File: config.mk
export PLATFORM = sky130hd
export DESIGN_NAME = key_typematic_repeater
export DESIGN_NICKNAME = d
export VERILOG_FILES = /design/src/hw/rtl/kr_pkg.sv /design/src/hw/rtl/kr_front.sv /design/src/hw/rtl/kr_fifo.sv /design/src/hw/rtl/kr_back.sv /design/src/hw/rtl/key_typematic_repeater.sv
export SDC_FILE = /design/constraint.sdc
export NUM_CORES = 1
export LEC_CHECK = 0
export ABC_AREA = 1
export BUFFER_PORTS_ARGS = -buffer_cell sky130_fd_sc_hd__buf_2
export CORE_UTILIZATION = 55
export CTS_CLUSTER_SIZE = 24
export DETAILED_ROUTE_END_ITERATION = 10
export PLACE_DENSITY_LB_ADDON = 0.05
export SLEW_MARGIN = 10
export SYNTH_ARGS = -nofsm -noshare
export SYNTH_HDL_FRONTEND = slang
export SYNTH_SLANG_ARGS = --single-unit
File: constraint.sdc
create_clock -name clk -period 4.4 [get_ports clk]
set_input_delay 0.22 -clock clk [delete_from_list [all_inputs] [get_ports clk]]
set_output_delay 0.22 -clock clk [all_outputs]
set_load 0.01 [all_outputs]
File: src/hw/rtl/kr_pkg.sv
// kr_pkg: shared types and constants of the typematic repeater
// used by kr_front, kr_fifo, kr_back and key_typematic_repeater; no dependencies
package kr_pkg;

	// largest burst one dispatch may emit
	localparam int unsigned MAX_BURST = 8;
	localparam int unsigned BURST_W   = $clog2(MAX_BURST + 1);

	// burst queue between front and back
	localparam int unsigned QUEUE_DEPTH = 4;
	localparam int unsigned QPTR_W      = $clog2(QUEUE_DEPTH);

	// field widths
	localparam int unsigned CODE_W  = 10;
	localparam int unsigned STAMP_W = 32;
	localparam int unsigned CFG_W   = 16;
	localparam int unsigned CIDX_W  = 2;

	// register reset values
	localparam logic [CFG_W-1:0] DELAY_RST    = 16'd500;
	localparam logic [CFG_W-1:0] INTERVAL_RST = 16'd33;
	localparam logic [CFG_W-1:0] PENDING_MAX  = 16'hFFFF;

	// configuration register indexes
	typedef enum logic [CIDX_W-1:0] {
		REG_DELAY    = 2'd0,
		REG_INTERVAL = 2'd1
	} reg_idx_t;

	// input item kinds
	typedef enum logic [1:0] {
		KIND_KEY      = 2'd0,
		KIND_TICK     = 2'd1,
		KIND_DISPATCH = 2'd2,
		KIND_CANCEL   = 2'd3
	} kind_t;

	// one dispatch worth of repeats
	typedef struct packed {
		logic [CODE_W-1:0]  code;
		logic [STAMP_W-1:0] stamp;
		logic [BURST_W-1:0] count;
	} burst_t;

	// push side of the burst queue
	typedef struct packed {
		logic   valid;
		burst_t burst;
	} push_t;

endpackage

File: src/hw/rtl/kr_front.sv
// kr_front: accepts transactions, keeps the timer state and configuration
// depends on kr_pkg; pushes burst descriptors towards kr_fifo
module kr_front (
	input  logic                         clk,
	input  logic                         arst_n,
	input  logic                         in_valid,
	output logic                         in_ready,
	input  logic [1:0]                   kind,
	input  logic [kr_pkg::CODE_W-1:0]    key_code,
	input  logic                         is_press,
	input  logic                         is_synthetic,
	input  logic                         may_repeat,
	input  logic                         cfg_we,
	input  logic [kr_pkg::CIDX_W-1:0]    cfg_index,
	input  logic [kr_pkg::CFG_W-1:0]     cfg_data,
	input  logic                         q_full,
	output kr_pkg::push_t                push
);

	logic [kr_pkg::CFG_W-1:0]   delay_q;
	logic [kr_pkg::CFG_W-1:0]   interval_q;
	logic [kr_pkg::CODE_W-1:0]  held_code_q;
	logic                       holding_q;
	logic                       armed_q;
	logic [kr_pkg::CFG_W-1:0]   tte_q;
	logic [kr_pkg::CFG_W-1:0]   pending_q;
	logic [kr_pkg::STAMP_W-1:0] clock_q;

	logic                       accept;
	logic [kr_pkg::CFG_W-1:0]   eff_interval;
	logic [kr_pkg::BURST_W-1:0] burst_count;
	kr_pkg::kind_t              kind_e;

	assign in_ready = !q_full;
	assign accept   = in_valid && in_ready;
	assign kind_e   = kr_pkg::kind_t'(kind);

	// an interval of zero behaves as one tick
	assign eff_interval = (interval_q == '0) ? kr_pkg::CFG_W'(1) : interval_q;

	// pending count clipped to the burst limit
	assign burst_count = (pending_q > kr_pkg::CFG_W'(kr_pkg::MAX_BURST))
		? kr_pkg::BURST_W'(kr_pkg::MAX_BURST) : pending_q[kr_pkg::BURST_W-1:0];

	// burst descriptor for a dispatch while a key is held and repeats are pending
	always_comb begin
		push.valid       = accept && (kind_e == kr_pkg::KIND_DISPATCH) && holding_q
			&& (burst_count != '0);
		push.burst.code  = held_code_q;
		push.burst.stamp = clock_q;
		push.burst.count = burst_count;
	end

	// configuration registers
	always_ff @(posedge clk or negedge arst_n) begin
		if (!arst_n) begin
			delay_q    <= kr_pkg::DELAY_RST;
			interval_q <= kr_pkg::INTERVAL_RST;
		end else if (cfg_we) begin
			if (cfg_index == kr_pkg::REG_DELAY) begin
				delay_q <= cfg_data;
			end
			if (cfg_index == kr_pkg::REG_INTERVAL) begin
				interval_q <= cfg_data;
			end
		end
	end

	// timer state update per transaction
	always_ff @(posedge clk or negedge arst_n) begin
		if (!arst_n) begin
			held_code_q <= '0;
			holding_q   <= 1'b0;
			armed_q     <= 1'b0;
			tte_q       <= '0;
			pending_q   <= '0;
			clock_q     <= '0;
		end else if (accept) begin
			unique case (kind_e)
				kr_pkg::KIND_KEY: begin
					if (!is_synthetic) begin
						if (is_press) begin
							if (may_repeat) begin
								held_code_q <= key_code;
								holding_q   <= 1'b1;
								armed_q     <= 1'b1;
								if (delay_q == '0) begin
									pending_q <= kr_pkg::CFG_W'(1);
									tte_q     <= eff_interval;
								end else begin
									pending_q <= '0;
									tte_q     <= delay_q;
								end
							end
						end else if (holding_q && (key_code == held_code_q)) begin
							held_code_q <= '0;
							holding_q   <= 1'b0;
							armed_q     <= 1'b0;
							tte_q       <= '0;
							pending_q   <= '0;
						end
					end
				end
				kr_pkg::KIND_TICK: begin
					clock_q <= clock_q + kr_pkg::STAMP_W'(1);
					if (armed_q) begin
						if (tte_q <= kr_pkg::CFG_W'(1)) begin
							if (pending_q != kr_pkg::PENDING_MAX) begin
								pending_q <= pending_q + kr_pkg::CFG_W'(1);
							end
							tte_q <= eff_interval;
						end else begin
							tte_q <= tte_q - kr_pkg::CFG_W'(1);
						end
					end
				end
				kr_pkg::KIND_DISPATCH: begin
					pending_q <= '0;
				end
				kr_pkg::KIND_CANCEL: begin
					held_code_q <= '0;
					holding_q   <= 1'b0;
					armed_q     <= 1'b0;
					tte_q       <= '0;
					pending_q   <= '0;
				end
				default: begin
					pending_q <= pending_q;
				end
			endcase
		end
	end

endmodule

File: src/hw/rtl/kr_fifo.sv
// kr_fifo: small queue of burst descriptors between front and back
// depends on kr_pkg
module kr_fifo (
	input  logic           clk,
	input  logic           arst_n,
	input  kr_pkg::push_t  push,
	output logic           full,
	input  logic           pop,
	output logic           rd_valid,
	output kr_pkg::burst_t rd_burst
);

	kr_pkg::burst_t               mem [kr_pkg::QUEUE_DEPTH];
	logic [kr_pkg::QPTR_W-1:0]    wr_ptr_q;
	logic [kr_pkg::QPTR_W-1:0]    rd_ptr_q;
	logic [kr_pkg::QPTR_W:0]      fill_q;
	logic                         do_pop;

	assign full     = (fill_q == (kr_pkg::QPTR_W + 1)'(kr_pkg::QUEUE_DEPTH));
	assign rd_valid = (fill_q != '0);
	assign rd_burst = mem[rd_ptr_q];
	assign do_pop   = pop && rd_valid;

	// storage
	always_ff @(posedge clk) begin
		if (push.valid) begin
			mem[wr_ptr_q] <= push.burst;
		end
	end

	// pointers and fill level
	always_ff @(posedge clk or negedge arst_n) begin
		if (!arst_n) begin
			wr_ptr_q <= '0;
			rd_ptr_q <= '0;
			fill_q   <= '0;
		end else begin
			if (push.valid) begin
				wr_ptr_q <= wr_ptr_q + kr_pkg::QPTR_W'(1);
			end
			if (do_pop) begin
				rd_ptr_q <= rd_ptr_q + kr_pkg::QPTR_W'(1);
			end
			priority if (push.valid && !do_pop) begin
				fill_q <= fill_q + (kr_pkg::QPTR_W + 1)'(1);
			end else if (do_pop && !push.valid) begin
				fill_q <= fill_q - (kr_pkg::QPTR_W + 1)'(1);
			end else begin
				fill_q <= fill_q;
			end
		end
	end

endmodule

File: src/hw/rtl/kr_back.sv
// kr_back: expands burst descriptors into repeat results, one per cycle while out_ready is high
// depends on kr_pkg; output fields come straight from registers, last_of_burst from a compare
module kr_back (
	input  logic                       clk,
	input  logic                       arst_n,
	input  logic                       q_valid,
	input  kr_pkg::burst_t             q_burst,
	output logic                       q_pop,
	output logic                       out_valid,
	input  logic                       out_ready,
	output logic [kr_pkg::CODE_W-1:0]  repeat_key,
	output logic [kr_pkg::STAMP_W-1:0] stamp_ms,
	output logic                       last_of_burst
);

	logic                       active_q;
	logic [kr_pkg::CODE_W-1:0]  code_q;
	logic [kr_pkg::STAMP_W-1:0] stamp_q;
	logic [kr_pkg::BURST_W-1:0] left_q;
	logic                       is_last;

	assign is_last       = (left_q == kr_pkg::BURST_W'(1));
	assign out_valid     = active_q;
	assign repeat_key    = code_q;
	assign stamp_ms      = stamp_q;
	assign last_of_burst = is_last;

	// take the next descriptor when idle or as the final repeat leaves
	assign q_pop = !active_q || (out_ready && is_last);

	// burst control
	always_ff @(posedge clk or negedge arst_n) begin
		if (!arst_n) begin
			active_q <= 1'b0;
			left_q   <= '0;
		end else if (q_pop) begin
			active_q <= q_valid;
			left_q   <= q_burst.count;
		end else if (out_ready) begin
			left_q <= left_q - kr_pkg::BURST_W'(1);
		end
	end

	// payload
	always_ff @(posedge clk) begin
		if (q_pop) begin
			code_q  <= q_burst.code;
			stamp_q <= q_burst.stamp;
		end
	end

endmodule

File: src/hw/rtl/key_typematic_repeater.sv
// key_typematic_repeater: top level of the typematic auto-repeat timer
// depends on kr_pkg, kr_front, kr_fifo and kr_back
//
// channel   direction  handshake            payload
// in        to block   in_valid / in_ready  kind, key_code, is_press, is_synthetic, may_repeat
// out       from block out_valid / out_ready repeat_key, stamp_ms, last_of_burst
// cfg       to block   cfg_we               cfg_index, cfg_data
//
// one transaction per cycle while in_ready is high; its state update completes in that cycle
// the back end emits one repeat per cycle while out_ready is high, one to eight per dispatch
// in_ready drops only while the four-entry burst queue is full
// reset loads delay 500 and interval 33 and clears timer, clock and queue
module key_typematic_repeater (
	input  logic                       clk,
	input  logic                       arst_n,
	input  logic                       in_valid,
	output logic                       in_ready,
	input  logic [1:0]                 kind,
	input  logic [kr_pkg::CODE_W-1:0]  key_code,
	input  logic                       is_press,
	input  logic                       is_synthetic,
	input  logic                       may_repeat,
	output logic                       out_valid,
	input  logic                       out_ready,
	output logic [kr_pkg::CODE_W-1:0]  repeat_key,
	output logic [kr_pkg::STAMP_W-1:0] stamp_ms,
	output logic                       last_of_burst,
	input  logic                       cfg_we,
	input  logic [kr_pkg::CIDX_W-1:0]  cfg_index,
	input  logic [kr_pkg::CFG_W-1:0]   cfg_data
);

	kr_pkg::push_t  push;
	kr_pkg::burst_t q_burst;
	logic           q_full;
	logic           q_valid;
	logic           q_pop;

	// classification and timer
	kr_front u_front (
		.clk          (clk),
		.arst_n       (arst_n),
		.in_valid     (in_valid),
		.in_ready     (in_ready),
		.kind         (kind),
		.key_code     (key_code),
		.is_press     (is_press),
		.is_synthetic (is_synthetic),
		.may_repeat   (may_repeat),
		.cfg_we       (cfg_we),
		.cfg_index    (cfg_index),
		.cfg_data     (cfg_data),
		.q_full       (q_full),
		.push         (push)
	);

	// burst queue
	kr_fifo u_fifo (
		.clk      (clk),
		.arst_n   (arst_n),
		.push     (push),
		.full     (q_full),
		.pop      (q_pop),
		.rd_valid (q_valid),
		.rd_burst (q_burst)
	);

	// burst expansion
	kr_back u_back (
		.clk           (clk),
		.arst_n        (arst_n),
		.q_valid       (q_valid),
		.q_burst       (q_burst),
		.q_pop         (q_pop),
		.out_valid     (out_valid),
		.out_ready     (out_ready),
		.repeat_key    (repeat_key),
		.stamp_ms      (stamp_ms),
		.last_of_burst (last_of_burst)
	);

endmodule
==> key figures <==
STA
  • Slew margin rel.: 0.2396
  • Final Hold Viols: 0
  • RSZ-0062 raised after global routing: no
  • F_max: 334.5 MHz
  • Post-Route Setup TNS: 0 ns
  • Worst-Margin Slew: 1.139 ns
  • Final Critical Period: around 3.0 ns
  • Final Hold Slack: roughly 0.012 ns
  • Clk_skew: about 0.018 ns
  • Final setup margin: between 1 and 1.5 ns
  • Fin crit share: 0.6794
  • Setup violators final: 0
  • Slew Limit Fails: 0

Finish
  • Fill cells: ~2200
  • Fin cells: between 2000 and 2500
  • Proportion of layout cells with a drive suffix above 1: 0.1319
  • Final nets: 1697
  • N_diodes: 0
  • Fin area: roughly 18000 um2
  • Area Growth Syn to Fin: 13.75%

Power and ir drop
  • Leakage: roughly 0.0073 uW
  • Cell area power density: 573.9 nW/um2
  • VDD IR max: 453.5 uV

Setup path
  • Worst EP required: 4.61 ns
  • Startpoint types: flip-flop
  • Crit-path cells: inv_1 -> ha_1 -> a21oi_1 -> nor2_1 -> nand3_1 -> nand4_1 -> nand2_1 -> nor2_4 -> buf_4
  • Worst Setup SP: u_front.pending_q[0]$_DFFE_PN0P_
  • CP max stage cell: nor2_4
  • Worst-path fanout max: 24
  • Crit path DAT: roughly 3.2 ns
  • RR Startpoint: u_front.pending_q[0]$_DFFE_PN0P_
  • CP Class: reg -> reg
  • Setup crit end kind: flip-flop
  • Worst path max stage delay: approximately 0.70 ns

Synthesis
  • Syn nets: roughly 1600
  • Count leader, synth: nand2_1
  • Mux cell area share after synthesis: 0.0007221
  • Synthesis Warnings: 0
  • Post-synth top flop: edfxtp_1
  • Largest family of logic cells by synthesized area: simple AND/OR/NAND/NOR gates
  • Distinct cells, synth: between 40 and 50
  • Average size of a mapped cell: 10.04 um2
  • Compound-Gate Fraction of Synth Area: 0.09034
  • Seq/Total Area, Yosys: 0.6268
  • Post-Synth Adder-Cell Area: 0.01091
  • Post-synth top area cell: edfxtp_1
  • Commonest cells in the netlist: nand2_1, edfxtp_1, nor2_1, inv_1, o21ai_0
  • Post-Synth Simple-Gate Area: 0.1907
  • Post-synth EDFFs: 226
  • Async S/R FF share, synth: 0.3449
  • Cells after Synth: roughly 1600
  • Synth top area cells: edfxtp_1, dfrtp_1, nand2_1
  • Mapped Area: 15590 um2
  • Top-area cell type share of the netlist area: 0.4352
  • Synth Area in XOR/XNOR: 0.02190
  • Flops & latches, synth: between 300 and 400

Status
  • Status: completed

Placement
  • Inst Count DP: 1968
  • Placement Cell Area: around 16000 um2
  • Dpl hpwl: around 22000 um
  • Place WS: around 1.4 ns
  • RD Place Congestion: between 0.9 and 1
  • Port-buffer cells: 82

Global routing
  • Vias in the first global route: between 10000 and 15000
  • M1 GR Usage: 0.3169
  • GRT busiest layer: met2
  • Largest net degree at the start of global routing: 93
  • Initial antenna violation count: 0
  • First-pass GRT wire length: around 56000 um
  • Met2 Use GR: 0.4332
  • GRT Util Overall: 0.2497
  • M3 GR Usage: 0.03372
  • Remaining global-route overflow: 0

Job
  • # Max-Cap Violations: 0

Die
  • Total die area: just under 30000 um2
  • Initial Util: 0.5598
  • Die Width: 170.4 um
  • Die height: ~170 um
  • Rows: between 60 and 70
  • Core area: 27860 um2
  • Io pins: 83

Clocking
  • Worst-Skew Late Latency: between 0.5 and 0.6 ns
  • Root buffer cell: clkbuf_16
  • Clock buffer count from CTS: 38
  • CTS sink count: 345
  • Post-CTS sizing: 0
  • CTS tree: done
  • Post-CTS Setup Inserts: 0
  • Max clock buf depth: 3
  • H-tree level count: 2
  • Clk slew on worst S/H paths: 0.06 ns

Drt
  • Final wirelength: ~35000 um
  • Starting DRT DRC Count: 805
  • Final ANT Viol Nets: 0
  • Routed WL per cell: 16.87 um
  • Via count: between 10000 and 15000
  • Number of detailed-route iterations in the first pass: 7
  • DRC Markers: 0
  • Via density per instance: about 5.4

Hold path
  • Min-delay src: cfg_data[14]
  • Worst hold path type: in -> reg
-- cells in the final DEF, fill, tap and decap left out, types with 5 or more instances in the layout --
cell type / instances
nand2_1: 304
edfxtp_1: 226
nor2_1: 170
inv_1: 162
o21ai_0: 155
dfrtp_1: 110
nand3_1: 85
buf_2: 81
o22ai_1: 46
nand4_1: 40
clkbuf_16: 39
nor3_1: 38
xor2_1: 30
o21ai_2: 18
dlygate4sd3_1: 16
buf_4: 14
a21oi_1: 12
ha_1: 12
clkbuf_1: 10
xnor2_1: 9
inv_2: 8
nor2_4: 8
nand2_2: 8
dfstp_2: 8
o21ai_1: 7
nand3b_1: 6
nor2_2: 6
o211ai_1: 6
clkinv_2: 5
-- worst max-delay path: cells and delay by family, from the launching register on --
| family | cells | cell delay (ns) |
|---|---|---|
| and+or+nand+nor | 5 | 1.41 |
| AOI/OAI and AO/OA | 1 | 0.06 |
| buffers and inverters | 2 | 0.55 |
| adders and majority gates | 1 | 0.16 |
| DFF | 1 | 0.48 |
-- metrics by stage --
stage               utilization  power (uW)
finish                   0.6368       10180
CTS                      0.6368       10250
global placement         0.5865        7044
floorplan                     -        6292
global route             0.6368       10780
detailed placement       0.5865        7111
-- final timing paths --
kind | endpoint | slack (ns) | depth (start not counted)
setup / recovery | u_fifo.mem[2][18]$_DFFE_PP_ | 1.41 | 9
hold / removal | u_front.interval_q[14]$_DFFE_PN0P_ | 0.01 | 3
setup reg to reg | u_fifo.mem[2][18]$_DFFE_PP_ | 1.41 | 9
hold reg to reg | u_front.interval_q[12]$_DFFE_PN0P_ | 0.48 | 2
max in group asynchronous | u_fifo.rd_ptr_q[0]$_DFFE_PN0P_ | 3.17 | 3
min in group asynchronous | u_front.interval_q[12]$_DFFE_PN0P_ | 0.22 | 2
-- power breakdown --
part	internal (uW)	switching (uW)	total [uW]
Sequential	4000	359	4360
Combinational	870	1830	2700
Clock	1850	1270	3130
Total	6730	3460	10200
-- sequential cells by signal, indices dropped and copies added, names as in the netlist --
| name | count |
|---|---|
| u_front.pending_q | 16 |
| u_fifo.rd_ptr_q | 2 |
| u_back.out_valid | 1 |
| u_back.repeat_key | 10 |
| u_back.left_q | 4 |
| u_front.held_code_q | 10 |
| u_front.clock_q | 32 |
| u_fifo.mem | 184 |
| u_fifo.fill_q | 3 |
| u_front.tte_q | 16 |
| u_back.stamp_ms | 32 |
| u_front.delay_q | 16 |
| u_front.interval_q | 16 |
| u_front.holding_q | 1 |
| u_fifo.wr_ptr_q | 2 |
-- cell type report --
cell class	count	area (um2)	share of cell area
inverter	170	638.1	0.03597
sequential	345	9776	0.5511
tap	378	473.0	0.02666
clock inverter	18	200.2	0.01129
multi-input combinational	980	4941	0.2785
clock buffer	51	1041	0.05868
timing repair buffer	111	670.6	0.03781
-- kinds of logic (layout without fill, tap and decap cells) --
family | after synthesis | in the layout
and+or+nand+nor | 678 | 678
buffers and inverters | 229 | 350
adders and majority gates | 13 | 13
AOI/OAI and AO/OA | 249 | 249
muxes | 1 | 1
xor gates and xnor gates | 39 | 39
DFF | 345 | 345
-- metal layers --
| layer | wire length [um] | share of wire |
|---|---|---|
| met5 | 0 | 0 |
| met4 | 1161 | 0.034 |
| met3 | 1449 | 0.042 |
| met2 | 17340 | 0.50 |
| met1 | 14690 | 0.42 |
-- repair_timing --
| action | 4_1_cts | 5_1_grt |
|---|---|---|
| setup endpoints to repair | 0 | 0 |
| endpoints found under the hold margin | 70 | 0 |
| hold buffers | 16 | 0 |
Power figures use the tool's default switching activity.
